$ cat config.mk
export PLATFORM = sky130hd
export DESIGN_NAME = chunk_frame_reassembler_unit
export DESIGN_NICKNAME = d
export VERILOG_FILES = /design/src/hdl/cfr_pkg.sv /design/src/hdl/chunk_frame_reassembler_unit.sv /design/src/hdl/cfr_ram.sv /design/src/hdl/cfr_ctrl.sv /design/src/hdl/cfr_datapath.sv
export SDC_FILE = /design/constraint.sdc
export NUM_CORES = 2
export LEC_CHECK = 0
export BUFFER_PORTS_ARGS = -buffer_cell sky130_fd_sc_hd__buf_4
export CAP_MARGIN = 30
export CELL_PAD_IN_SITES_DETAIL_PLACEMENT = 0
export CELL_PAD_IN_SITES_GLOBAL_PLACEMENT = 1
export CORE_AREA = 2 2 410 412
export CTS_CLUSTER_SIZE = 25
export DETAILED_ROUTE_END_ITERATION = 10
export DIE_AREA = 0 0 412 414
export GPL_ROUTABILITY_DRIVEN = 0
export PLACE_DENSITY = 0.83
export SYNTH_ARGS = -nofsm -noshare
export SYNTH_HDL_FRONTEND = slang
export SYNTH_HIERARCHICAL = 1
export SYNTH_SLANG_ARGS = --single-unit
$ cat constraint.sdc
create_clock -name clk -period 6.6 [get_ports clk]
set_input_delay 0.33 -clock clk [delete_from_list [all_inputs] [get_ports clk]]
set_output_delay 0.33 -clock clk [all_outputs]
set_load 0.02 [all_outputs]
$ cat src/hdl/cfr_pkg.sv
// shared types and constants for the chunk frame reassembler
// no dependencies; imported by the top level, cfr_ctrl, cfr_datapath and cfr_checker

package cfr_pkg;

    localparam int BYTE_W     = 8;
    localparam int ACT_W      = 2;
    localparam int WORD_BYTES = 8;
    localparam int WORD_W     = WORD_BYTES * BYTE_W;
    localparam int POS_W      = $clog2(WORD_BYTES);
    localparam int BIW_W      = 4;
    localparam int FLEN_W     = 9;
    localparam int IDX_W      = 8;

    localparam logic [ACT_W-1:0] ACT_HEADER = 2'd0;
    localparam logic [ACT_W-1:0] ACT_DATA   = 2'd1;
    localparam logic [ACT_W-1:0] ACT_CLEAR  = 2'd2;

    typedef enum logic [1:0] {
        ST_IDLE,
        ST_READ,
        ST_DRAIN
    } state_t;

    typedef struct packed {
        logic item_en;
        logic rd_issue;
        logic emit_empty;
    } cmd_t;

    typedef struct packed {
        logic frame_done;
        logic frame_empty;
        logic rd_last;
    } status_t;

endpackage

$ cat src/hdl/chunk_frame_reassembler_unit.sv
// top level of the chunk frame reassembler
// depends on cfr_pkg, cfr_ctrl, cfr_datapath
//
//   channel | handshake                | payload
//   --------+--------------------------+----------------------------------------------
//   input   | start, busy (start&!busy)| action, sequence_req, chunk_index,
//           |                          | chunk_total, chunk_length, data_byte
//   output  | word_valid (one cycle)   | frame_word, bytes_in_word, frame_length,
//           |                          | final_word
//
// header, data and clear words are taken without raising busy, but
// a word that completes a non-empty frame of L bytes holds busy high during readout:
// the frame store has one read port and gives one byte per cycle
// the last output word appears in the first cycle in which busy is low again;
// an empty frame's word appears in the cycle after its completing input word
// reset clears all control state at once; the frame store needs no clearing pass

module chunk_frame_reassembler_unit #(
    parameter int FRAME_BYTES = 256
) (
    input  logic                       clk,
    input  logic                       rst_n,
    input  logic                       start,
    output logic                       busy,
    input  logic [cfr_pkg::ACT_W-1:0]  action,
    input  logic [cfr_pkg::BYTE_W-1:0] sequence_req,
    input  logic [cfr_pkg::IDX_W-1:0]  chunk_index,
    input  logic [cfr_pkg::IDX_W-1:0]  chunk_total,
    input  logic [cfr_pkg::BYTE_W-1:0] chunk_length,
    input  logic [cfr_pkg::BYTE_W-1:0] data_byte,
    output logic                       word_valid,
    output logic [cfr_pkg::WORD_W-1:0] frame_word,
    output logic [cfr_pkg::BIW_W-1:0]  bytes_in_word,
    output logic [cfr_pkg::FLEN_W-1:0] frame_length,
    output logic                       final_word
);

    import cfr_pkg::*;

    cmd_t    cmd;
    status_t status;

    cfr_ctrl u_ctrl (
        .clk   (clk),
        .rst_n (rst_n),
        .start (start),
        .busy  (busy),
        .status(status),
        .cmd   (cmd)
    );

    cfr_datapath #(
        .FRAME_BYTES(FRAME_BYTES)
    ) u_dp (
        .clk          (clk),
        .rst_n        (rst_n),
        .cmd          (cmd),
        .status       (status),
        .action       (action),
        .sequence_req (sequence_req),
        .chunk_index  (chunk_index),
        .chunk_total  (chunk_total),
        .chunk_length (chunk_length),
        .data_byte    (data_byte),
        .word_valid   (word_valid),
        .frame_word   (frame_word),
        .bytes_in_word(bytes_in_word),
        .frame_length (frame_length),
        .final_word   (final_word)
    );

endmodule

$ cat src/hdl/cfr_ram.sv
// generic simple dual-port ram, one write port and one registered read port
// no dependencies

module cfr_ram #(
    parameter int WIDTH = 8,
    parameter int DEPTH = 256
) (
    input  logic                     clk,
    input  logic                     we,
    input  logic [$clog2(DEPTH)-1:0] waddr,
    input  logic [WIDTH-1:0]         wdata,
    input  logic [$clog2(DEPTH)-1:0] raddr,
    output logic [WIDTH-1:0]         rdata
);

    logic [WIDTH-1:0] mem [DEPTH];
    logic [WIDTH-1:0] rdata_reg;

    always_ff @(posedge clk)
    begin
        if (we)
        begin
            mem[waddr] <= wdata;
        end
        rdata_reg <= mem[raddr];
    end

    assign rdata = rdata_reg;

endmodule

$ cat src/hdl/cfr_ctrl.sv
// controller: accepts items and sequences the frame readout burst
// depends on cfr_pkg

module cfr_ctrl (
    input  logic            clk,
    input  logic            rst_n,
    input  logic            start,
    output logic            busy,
    input  cfr_pkg::status_t status,
    output cfr_pkg::cmd_t    cmd
);

    import cfr_pkg::*;

    state_t state_reg;
    state_t state_next;

    always_ff @(posedge clk or negedge rst_n)
    begin
        if (!rst_n)
        begin
            state_reg <= ST_IDLE;
        end
        else
        begin
            state_reg <= state_next;
        end
    end

    always_comb
    begin
        state_next = state_reg;
        case (state_reg)
            ST_IDLE:
            begin
                if (cmd.item_en && status.frame_done && !status.frame_empty)
                begin
                    state_next = ST_READ;
                end
            end
            ST_READ:
            begin
                if (status.rd_last)
                begin
                    state_next = ST_DRAIN;
                end
            end
            ST_DRAIN:
            begin
                state_next = ST_IDLE;
            end
            default:
            begin
                state_next = ST_IDLE;
            end
        endcase
    end

    always_comb
    begin
        busy           = 1'b1;
        cmd.item_en    = 1'b0;
        cmd.rd_issue   = 1'b0;
        cmd.emit_empty = 1'b0;
        case (state_reg)
            ST_IDLE:
            begin
                busy           = 1'b0;
                cmd.item_en    = start;
                cmd.emit_empty = start && status.frame_done && status.frame_empty;
            end
            ST_READ:
            begin
                cmd.rd_issue = 1'b1;
            end
            ST_DRAIN:
            begin
            end
            default:
            begin
            end
        endcase
    end

endmodule

$ cat src/hdl/cfr_datapath.sv
// datapath: chunk bookkeeping, frame store and 64-bit word assembly
// depends on cfr_pkg and cfr_ram

module cfr_datapath #(
    parameter int FRAME_BYTES = 256
) (
    input  logic                          clk,
    input  logic                          rst_n,
    input  cfr_pkg::cmd_t                 cmd,
    output cfr_pkg::status_t              status,
    input  logic [cfr_pkg::ACT_W-1:0]     action,
    input  logic [cfr_pkg::BYTE_W-1:0]    sequence_req,
    input  logic [cfr_pkg::IDX_W-1:0]     chunk_index,
    input  logic [cfr_pkg::IDX_W-1:0]     chunk_total,
    input  logic [cfr_pkg::BYTE_W-1:0]    chunk_length,
    input  logic [cfr_pkg::BYTE_W-1:0]    data_byte,
    output logic                          word_valid,
    output logic [cfr_pkg::WORD_W-1:0]    frame_word,
    output logic [cfr_pkg::BIW_W-1:0]     bytes_in_word,
    output logic [cfr_pkg::FLEN_W-1:0]    frame_length,
    output logic                          final_word
);

    import cfr_pkg::*;

    localparam int AW = $clog2(FRAME_BYTES);
    localparam int LW = $clog2(FRAME_BYTES + 1);
    localparam int SW = ((LW > BYTE_W) ? LW : BYTE_W) + 1;

    // chunk bookkeeping
    logic              open_reg, open_next;
    logic [BYTE_W-1:0] seq_reg, seq_next;
    logic [IDX_W-1:0]  tot_reg, tot_next;
    logic [IDX_W-1:0]  exp_reg, exp_next;
    logic [LW-1:0]     len_reg, len_next;
    logic [BYTE_W-1:0] left_reg, left_next;
    logic              done;
    logic              store_we;

    // readout
    logic [LW-1:0]     rd_ptr_reg, rd_ptr_next;
    logic              rd_pend_reg;
    logic [LW-1:0]     rx_reg, rx_next;
    logic [POS_W-1:0]  pos_reg, pos_next;
    logic [WORD_W-1:0] asm_reg, asm_base, asm_new;
    logic [BYTE_W-1:0] rdata;
    logic              last_byte;
    logic              emit_word;

    logic              valid_reg;
    logic [WORD_W-1:0] fw_reg;
    logic [BIW_W-1:0]  biw_reg;
    logic [FLEN_W-1:0] flen_reg;
    logic              fin_reg;

    always_comb
    begin
        logic              e_open;
        logic [BYTE_W-1:0] e_seq;
        logic [IDX_W-1:0]  e_tot;
        logic [IDX_W-1:0]  e_exp;
        logic [LW-1:0]     e_len;
        logic [IDX_W:0]    exp_inc;

        open_next = open_reg;
        seq_next  = seq_reg;
        tot_next  = tot_reg;
        exp_next  = exp_reg;
        len_next  = len_reg;
        left_next = left_reg;
        done      = 1'b0;
        store_we  = 1'b0;
        e_open    = open_reg;
        e_seq     = seq_reg;
        e_tot     = tot_reg;
        e_exp     = exp_reg;
        e_len     = len_reg;
        exp_inc   = {1'b0, exp_reg} + (IDX_W + 1)'(1);

        if (cmd.item_en)
        begin
            case (action)
                ACT_CLEAR:
                begin
                    open_next = 1'b0;
                    seq_next  = '0;
                    tot_next  = '0;
                    exp_next  = '0;
                    len_next  = '0;
                    left_next = '0;
                end
                ACT_HEADER:
                begin
                    if (chunk_total != '0)
                    begin
                        // header inside an unfinished chunk aborts the frame
                        if (left_reg != '0)
                        begin
                            e_open    = 1'b0;
                            left_next = '0;
                        end
                        if (chunk_index == '0)
                        begin
                            e_open = 1'b1;
                            e_seq  = sequence_req;
                            e_tot  = chunk_total;
                            e_exp  = '0;
                            e_len  = '0;
                        end
                        open_next = e_open;
                        seq_next  = e_seq;
                        tot_next  = e_tot;
                        exp_next  = e_exp;
                        len_next  = e_len;
                        exp_inc   = {1'b0, e_exp} + (IDX_W + 1)'(1);
                        if (e_open)
                        begin
                            if (sequence_req != e_seq || chunk_index != e_exp
                                || chunk_total != e_tot)
                            begin
                                open_next = 1'b0;
                            end
                            else if (SW'(e_len) + SW'(chunk_length) > SW'(FRAME_BYTES))
                            begin
                                open_next = 1'b0;
                            end
                            else
                            begin
                                left_next = chunk_length;
                                if (chunk_length == '0)
                                begin
                                    exp_next = exp_inc[IDX_W-1:0];
                                    if (exp_inc >= {1'b0, e_tot})
                                    begin
                                        open_next = 1'b0;
                                        done      = 1'b1;
                                    end
                                end
                            end
                        end
                    end
                end
                ACT_DATA:
                begin
                    if (open_reg && left_reg != '0)
                    begin
                        store_we  = len_reg < LW'(FRAME_BYTES);
                        len_next  = len_reg + LW'(1);
                        left_next = left_reg - BYTE_W'(1);
                        if (left_reg == BYTE_W'(1))
                        begin
                            exp_next = exp_inc[IDX_W-1:0];
                            if (exp_inc >= {1'b0, tot_reg})
                            begin
                                open_next = 1'b0;
                                done      = 1'b1;
                            end
                        end
                    end
                end
                default:
                begin
                end
            endcase
        end
    end

    assign status.frame_done  = done;
    assign status.frame_empty = (len_next == '0);
    assign status.rd_last     = (rd_ptr_reg + LW'(1) == len_reg);

    cfr_ram #(
        .WIDTH(BYTE_W),
        .DEPTH(FRAME_BYTES)
    ) u_store (
        .clk  (clk),
        .we   (store_we),
        .waddr(len_reg[AW-1:0]),
        .wdata(data_byte),
        .raddr(rd_ptr_reg[AW-1:0]),
        .rdata(rdata)
    );

    always_comb
    begin
        asm_base = (pos_reg == '0) ? '0 : asm_reg;
        asm_new  = asm_base;
        asm_new[{pos_reg, 3'b000} +: BYTE_W] = rdata;
    end

    assign last_byte = (rx_reg + LW'(1) == len_reg);
    assign emit_word = rd_pend_reg && (pos_reg == POS_W'(WORD_BYTES - 1) || last_byte);

    always_comb
    begin
        rd_ptr_next = rd_ptr_reg;
        rx_next     = rx_reg;
        pos_next    = pos_reg;
        if (cmd.item_en)
        begin
            rd_ptr_next = '0;
            rx_next     = '0;
            pos_next    = '0;
        end
        else
        begin
            if (cmd.rd_issue)
            begin
                rd_ptr_next = rd_ptr_reg + LW'(1);
            end
            if (rd_pend_reg)
            begin
                rx_next  = rx_reg + LW'(1);
                pos_next = pos_reg + POS_W'(1);
            end
        end
    end

    always_ff @(posedge clk or negedge rst_n)
    begin
        if (!rst_n)
        begin
            open_reg    <= 1'b0;
            seq_reg     <= '0;
            tot_reg     <= '0;
            exp_reg     <= '0;
            len_reg     <= '0;
            left_reg    <= '0;
            rd_ptr_reg  <= '0;
            rd_pend_reg <= 1'b0;
            rx_reg      <= '0;
            pos_reg     <= '0;
            valid_reg   <= 1'b0;
        end
        else
        begin
            open_reg    <= open_next;
            seq_reg     <= seq_next;
            tot_reg     <= tot_next;
            exp_reg     <= exp_next;
            len_reg     <= len_next;
            left_reg    <= left_next;
            rd_ptr_reg  <= rd_ptr_next;
            rd_pend_reg <= cmd.rd_issue;
            rx_reg      <= rx_next;
            pos_reg     <= pos_next;
            valid_reg   <= emit_word || cmd.emit_empty;
        end
    end

    always_ff @(posedge clk)
    begin
        if (rd_pend_reg)
        begin
            asm_reg <= asm_new;
        end
        if (emit_word)
        begin
            fw_reg   <= asm_new;
            biw_reg  <= BIW_W'(pos_reg) + BIW_W'(1);
            flen_reg <= FLEN_W'(len_reg);
            fin_reg  <= last_byte;
        end
        else if (cmd.emit_empty)
        begin
            fw_reg   <= '0;
            biw_reg  <= '0;
            flen_reg <= '0;
            fin_reg  <= 1'b1;
        end
    end

    assign word_valid    = valid_reg;
    assign frame_word    = fw_reg;
    assign bytes_in_word = biw_reg;
    assign frame_length  = flen_reg;
    assign final_word    = fin_reg;

endmodule

# Word level (Yosys, flattened, before mapping)
# Memories as Yosys holds them, arrays and structs flattened. A register that Yosys moved wholly into a read port is not among the register bits.
# Index checks and enable logic that the tools add are counted.
[word_totals] ff_bits=209 mem_bits_rw=2048 input_bits=45 out_inout_bits=80 n_memories=1
[op_classes] add_sub_neg=10 n_lt_le_gt_ge=4 n_eq_ne=16 shift=2 muxes=93 reduce_logical=29
[mem_list] memory="u_dp.u_store.mem" words=256 word_bits=8 rd=1 rd_clocked_by_memory_dff=1 write_ports=1 line="cfr_ram.sv:16" source="logic [WIDTH-1:0] mem [DEPTH];"
[op_table] operator="$mux 8" count=27
[op_table] operator="$mux 64" count=3
[op_table] operator="$mux 9" count=13
[op_table] operator="$bwmux 64" count=1
[op_table] operator="$shift 8x8->64 const A" count=1
[op_table] operator="$shiftx 8x8->64" count=1
[op_table] operator="$pmux 8 s3" count=2
[op_table] operator="$mux 1" count=35
[op_table] operator="$pmux 8 s2" count=2
[op_table] operator="$add 9x1->9 const B" count=3
[op_table] operator="$pmux 9 s3" count=1
[op_table] operator="$ne 8x8->1" count=3
[op_table] operator="$add 8x1->9 const B" count=2
[op_table] operator="$eq 9x9->1" count=2
[op_table] operator="$ge 9x8->1" count=2
[op_table] operator="$logic_not 8->1" count=2
[op_table] operator="$reduce_bool 8->1" count=2
[op_table] operator="$add 9x8->10" count=1
[op_table] operator="$gt 10x9->1 const B" count=1
[op_table] operator="$ne 2x1->1 const B" count=5
[op_table] operator="$logic_not 9->1" count=1
[op_table] operator="$lt 9x9->1 const B" count=1
[op_table] operator="$eq 8x1->1 const B" count=1
[op_table] operator="$mux 4" count=2
[op_table] operator="other kinds (25)" count=40

# Logic depth before layout (Yosys ltp)
[depth] depth_word=20 depth_mapped=21 ltp_nobuf=18

# By module
# Netlist, hierarchy kept.
[by_module_without_submodules] module="cfr_ram" instances=1 cells_per_inst=3733 area_each_um2=79556.3
[by_module_without_submodules] module="cfr_datapath" instances=1 cells_per_inst=1093 area_each_um2=11195.7
[by_module_without_submodules] module="cfr_ctrl" instances=1 cells_per_inst=12 area_each_um2=117.6

# Worst setup path before layout
# OpenSTA, ideal clock, no wires.
[synth_path] path_type="in2reg" startpoint="in chunk_index[0] in the netlist's numbering" endpoint="reg u_dp.biw_reg[0] (netlist: u_dp/bytes_in_word[0]), enable pin" arrival_time_ps=5376 required_ps=6150 slack_ps=774 cell_stages=21 path_buffers=3 cell_sequence="nor4_1 -> nand2_1 -> clkbuf_1 -> and2_1 -> ha_1 -> inv_1 -> fa_1 -> xnor2_1 -> nor3b_1 -> o211ai_1 -> a211o_1 -> nor4_1 -> o21bai_1 -> buf_2 -> nor2_1 -> nand3_1 -> a21oi_1 -> buf_4 -> nand3_1 -> nor2_2 -> nand2b_1"
[synth_lines] item="start: declaration" line="chunk_frame_reassembler_unit.sv:27" source="input logic [cfr_pkg::IDX_W-1:0] chunk_index,"
[synth_lines] item="end signal: assignment" line="cfr_datapath.sv:260" source="biw_reg <= BIW_W'(pos_reg) + BIW_W'(1);"
[synth_lines] item="end: declaration" line="cfr_datapath.sv:52" source="logic [BIW_W-1:0] biw_reg;"

==> impl_metrics.ini <==
[worst_setup_path]
critical_path_class = reg2reg
cp-end-kind = flop
r2r_cells = 17
cp_data_required_time_ns = 7.13
crit_arrival_ns = 5.66
startpoint_type = flop
crit_fanout = 56

[floorplan]
start_util = 0.5465
io_pins = 125
rows = 150
fp.dieW_um = 412
coreArea_um2 = 166300
die_h_um = 414
die_area_um2 = 170600

[synth]
syn_inst = 4838
ys_warn_count = 6
postSynthNetCount = 4922
synthTopCellsByCount = 2190 x edfxtp_1, 454 x mux4_2, 390 x nor2_1, 170 x a21oi_1, 159 x clkbuf_1
yosys.area.top_type = edfxtp_1
ys_top_cells_by_area = edfxtp_1 72%, mux4_2 11%, dfrtp_1 1.8%
yosys.area.top_type_share = 0.7237
synth.most_common_cell = edfxtp_1
synth_cell_type_count = 88
syn_area_per_cell_um2 = 18.78
ys_seq_elements = 2265
synth_edf_count = 2190
async_reset_ff_frac = 0.02958
synth_area_um2 = 90870
ys_seq_area_frac = 0.7439
ys.flop_type = edfxtp_1

[clocking]
worstSkewPairLatency_ns = 0.86
cts_made_buffers = 214
h-tree-depth = 4
cts.clk_slew.worst_paths_ns = 0.06
cts_tree = built
clockBufferDepth = 3
cts_resized = 0
cts-root-buf = clkbuf_16
cts_sinks = 2265
postCtsSetupBuffers = 0

[detailed_routing]
via_per_inst = 6.514
ant_nets = 0
wl_um = 220300
via_count = 48260
drc = 0
wl_per_cell_um = 29.74
dr.pass1.iters = 6
drt_first_iter_violations = 7030

[final_layout]
areaGrowthSynthToFinish_pct = 11.28
fillers = 11600
multiInputGateArea_um2 = 21480
fin_cells = 7409
seqCellArea_um2 = 67610
largest_reg_flops = 2048
nets = 5112
layout-drive-gt1-share = 0.1960

[timing]
final_hold_viol_count = 0
tns_ns = 0
fin_ws_ns = 1.473
slew_headroom = 0.1676
period_share = 0.7769
skew_ns = 0.04141
slew_viol_final = 0
setup_violations = 0
clock.fmax_mhz = 195.0
worst_pin_slew_ns = 1.249
rsz0062_at_grt = false
fin_crit_ns = 5.127

[placement]
hpwl_um = 131200
port_buffers = 124
pre_cts_slack_ns = 1.098
dp.cells = 6976

[pwr]
powerDensity_nw_per_um2 = 344.4
p_leak_nw = 31.49
ir_drop_uv = 297.2

[worst_hold_path]
hold_depth = 1
hold_path_class = in2reg

[run]
drv_cap = 0

[global_routing]
antenna_found_initial = 6
track_usage = 0.2576
overflow = 0
grt_max_degree = 209
grt_pass1_wl_um = 321700
grt_pass1_vias = 47180

[status]
status = finished clean
## critical path: stages, from the launching register on
cell and delay [ns]:
dfrtp_1 0.73, and2_1 0.23, ha_1 0.17, inv_1 0.06, fa_1 0.41, xnor2_1 0.14, nor3b_1 0.19, o211ai_1 0.13
a211o_1 0.29, nor4_1 0.33, o21bai_1 0.33, nor2_1 0.44, nand3_1 0.15, a21oi_1 0.26, nand3_1 0.15, nor2_2 0.10
nand2b_4 0.33, buf_12 0.31
## where the power goes
part | total [mW] | switching (mW) | leakage (nW) | internal, mW
combinational | 6.50 | 3.76 | 7.52 | 2.74
sequential | 16.5 | 0.373 | 20.7 | 16.2
clock | 11.8 | 5.21 | 3.26 | 6.57
## timing repair
action                                  4_1_cts  5_1_grt
endpoints found under the setup margin        0        0
hold buffers                                 33        1
hold endpoints to repair                    249       18
## layer usage
layer | vias to the layer above | GRT usage | share of wire
met2 | 2761 | 0.3987 | 0.48
met4 | 6 | 0.08326 | 0.032
met1 | 25040 | 0.3721 | 0.39
met3 | 414 | 0.05239 | 0.10
met5 | - | 0 | 0.00016
li1 | 20040 | - | -
## through the flow
step | instance area [µm²] | utilization | hold WS (ns) | total power, mW
after floorplan | 90870 | - | 0.03441 | 21.35
after global placement | 93880 | 0.5646 | 0.4526 | 23.14
after detailed placement | 93990 | 0.5652 | 0.4590 | 23.26
after CTS | 101000 | 0.6075 | 0.1194 | 34.95
after global routing | 101100 | 0.6081 | 0.1833 | 35.91
final | 101100 | 0.6081 | 0.1510 | 34.83
## cells in the final DEF (no fill, tap or decap), types with 62 or more instances in the layout
cell type / instances
and2_1: 62
a22oi_1: 135
mux4_2: 454
nor3_1: 65
mux2i_1: 148
edfxtp_1: 2190
nand3_1: 84
nand2_1: 121
nor2_1: 387
a21oi_1: 170
clkbuf_16: 215
buf_4: 198
## cells by family (layout without fill, tap and decap cells)
logic type | Yosys count | after routing | synth area share
adder cells (fa/ha/maj) | 39 | 39 | 0.005453
buffers and inverters | 334 | 699 | 0.02035
multiplexers | 606 | 606 | 0.1297
XOR/XNOR | 86 | 86 | 0.008289
flip-flops | 2265 | 2265 | 0.7439
other | 0 | 2 | 0
AND/OR/NAND/NOR | 925 | 925 | 0.04858
AO/OA/AOI/OAI | 583 | 583 | 0.04376
## path summary, 6_finish.rpt
path                                      from                  endpoint  slack, ns
max                            u_dp/len_reg[0]       u_dp/frame_word[36]       1.47
min                               data_byte[3]  u_dp/u_store/mem[233][3]       0.15
max reg2reg                    u_dp/len_reg[0]       u_dp/frame_word[36]       1.47
min reg2reg                u_ctrl/state_reg[1]       u_ctrl/state_reg[0]       0.46
max in group asynchronous                rst_n        u_dp/rd_ptr_reg[2]       5.75
min in group asynchronous                rst_n           u_dp/exp_reg[2]       0.16
## cell type report
| class | count | area share |
|---|---|---|
| flip-flops and latches | 2265 | 0.6687 |
| inverters | 41 | 0.001522 |
| multi-input cells | 2239 | 0.2124 |
| well taps | 2204 | 0.02727 |
| clock inverters | 128 | 0.01132 |
| diodes | 2 | 0.00004949 |
| clock buffers | 263 | 0.05499 |
| repair buffers | 267 | 0.02376 |
No activity file was read; power rests on OpenSTA's default activity.
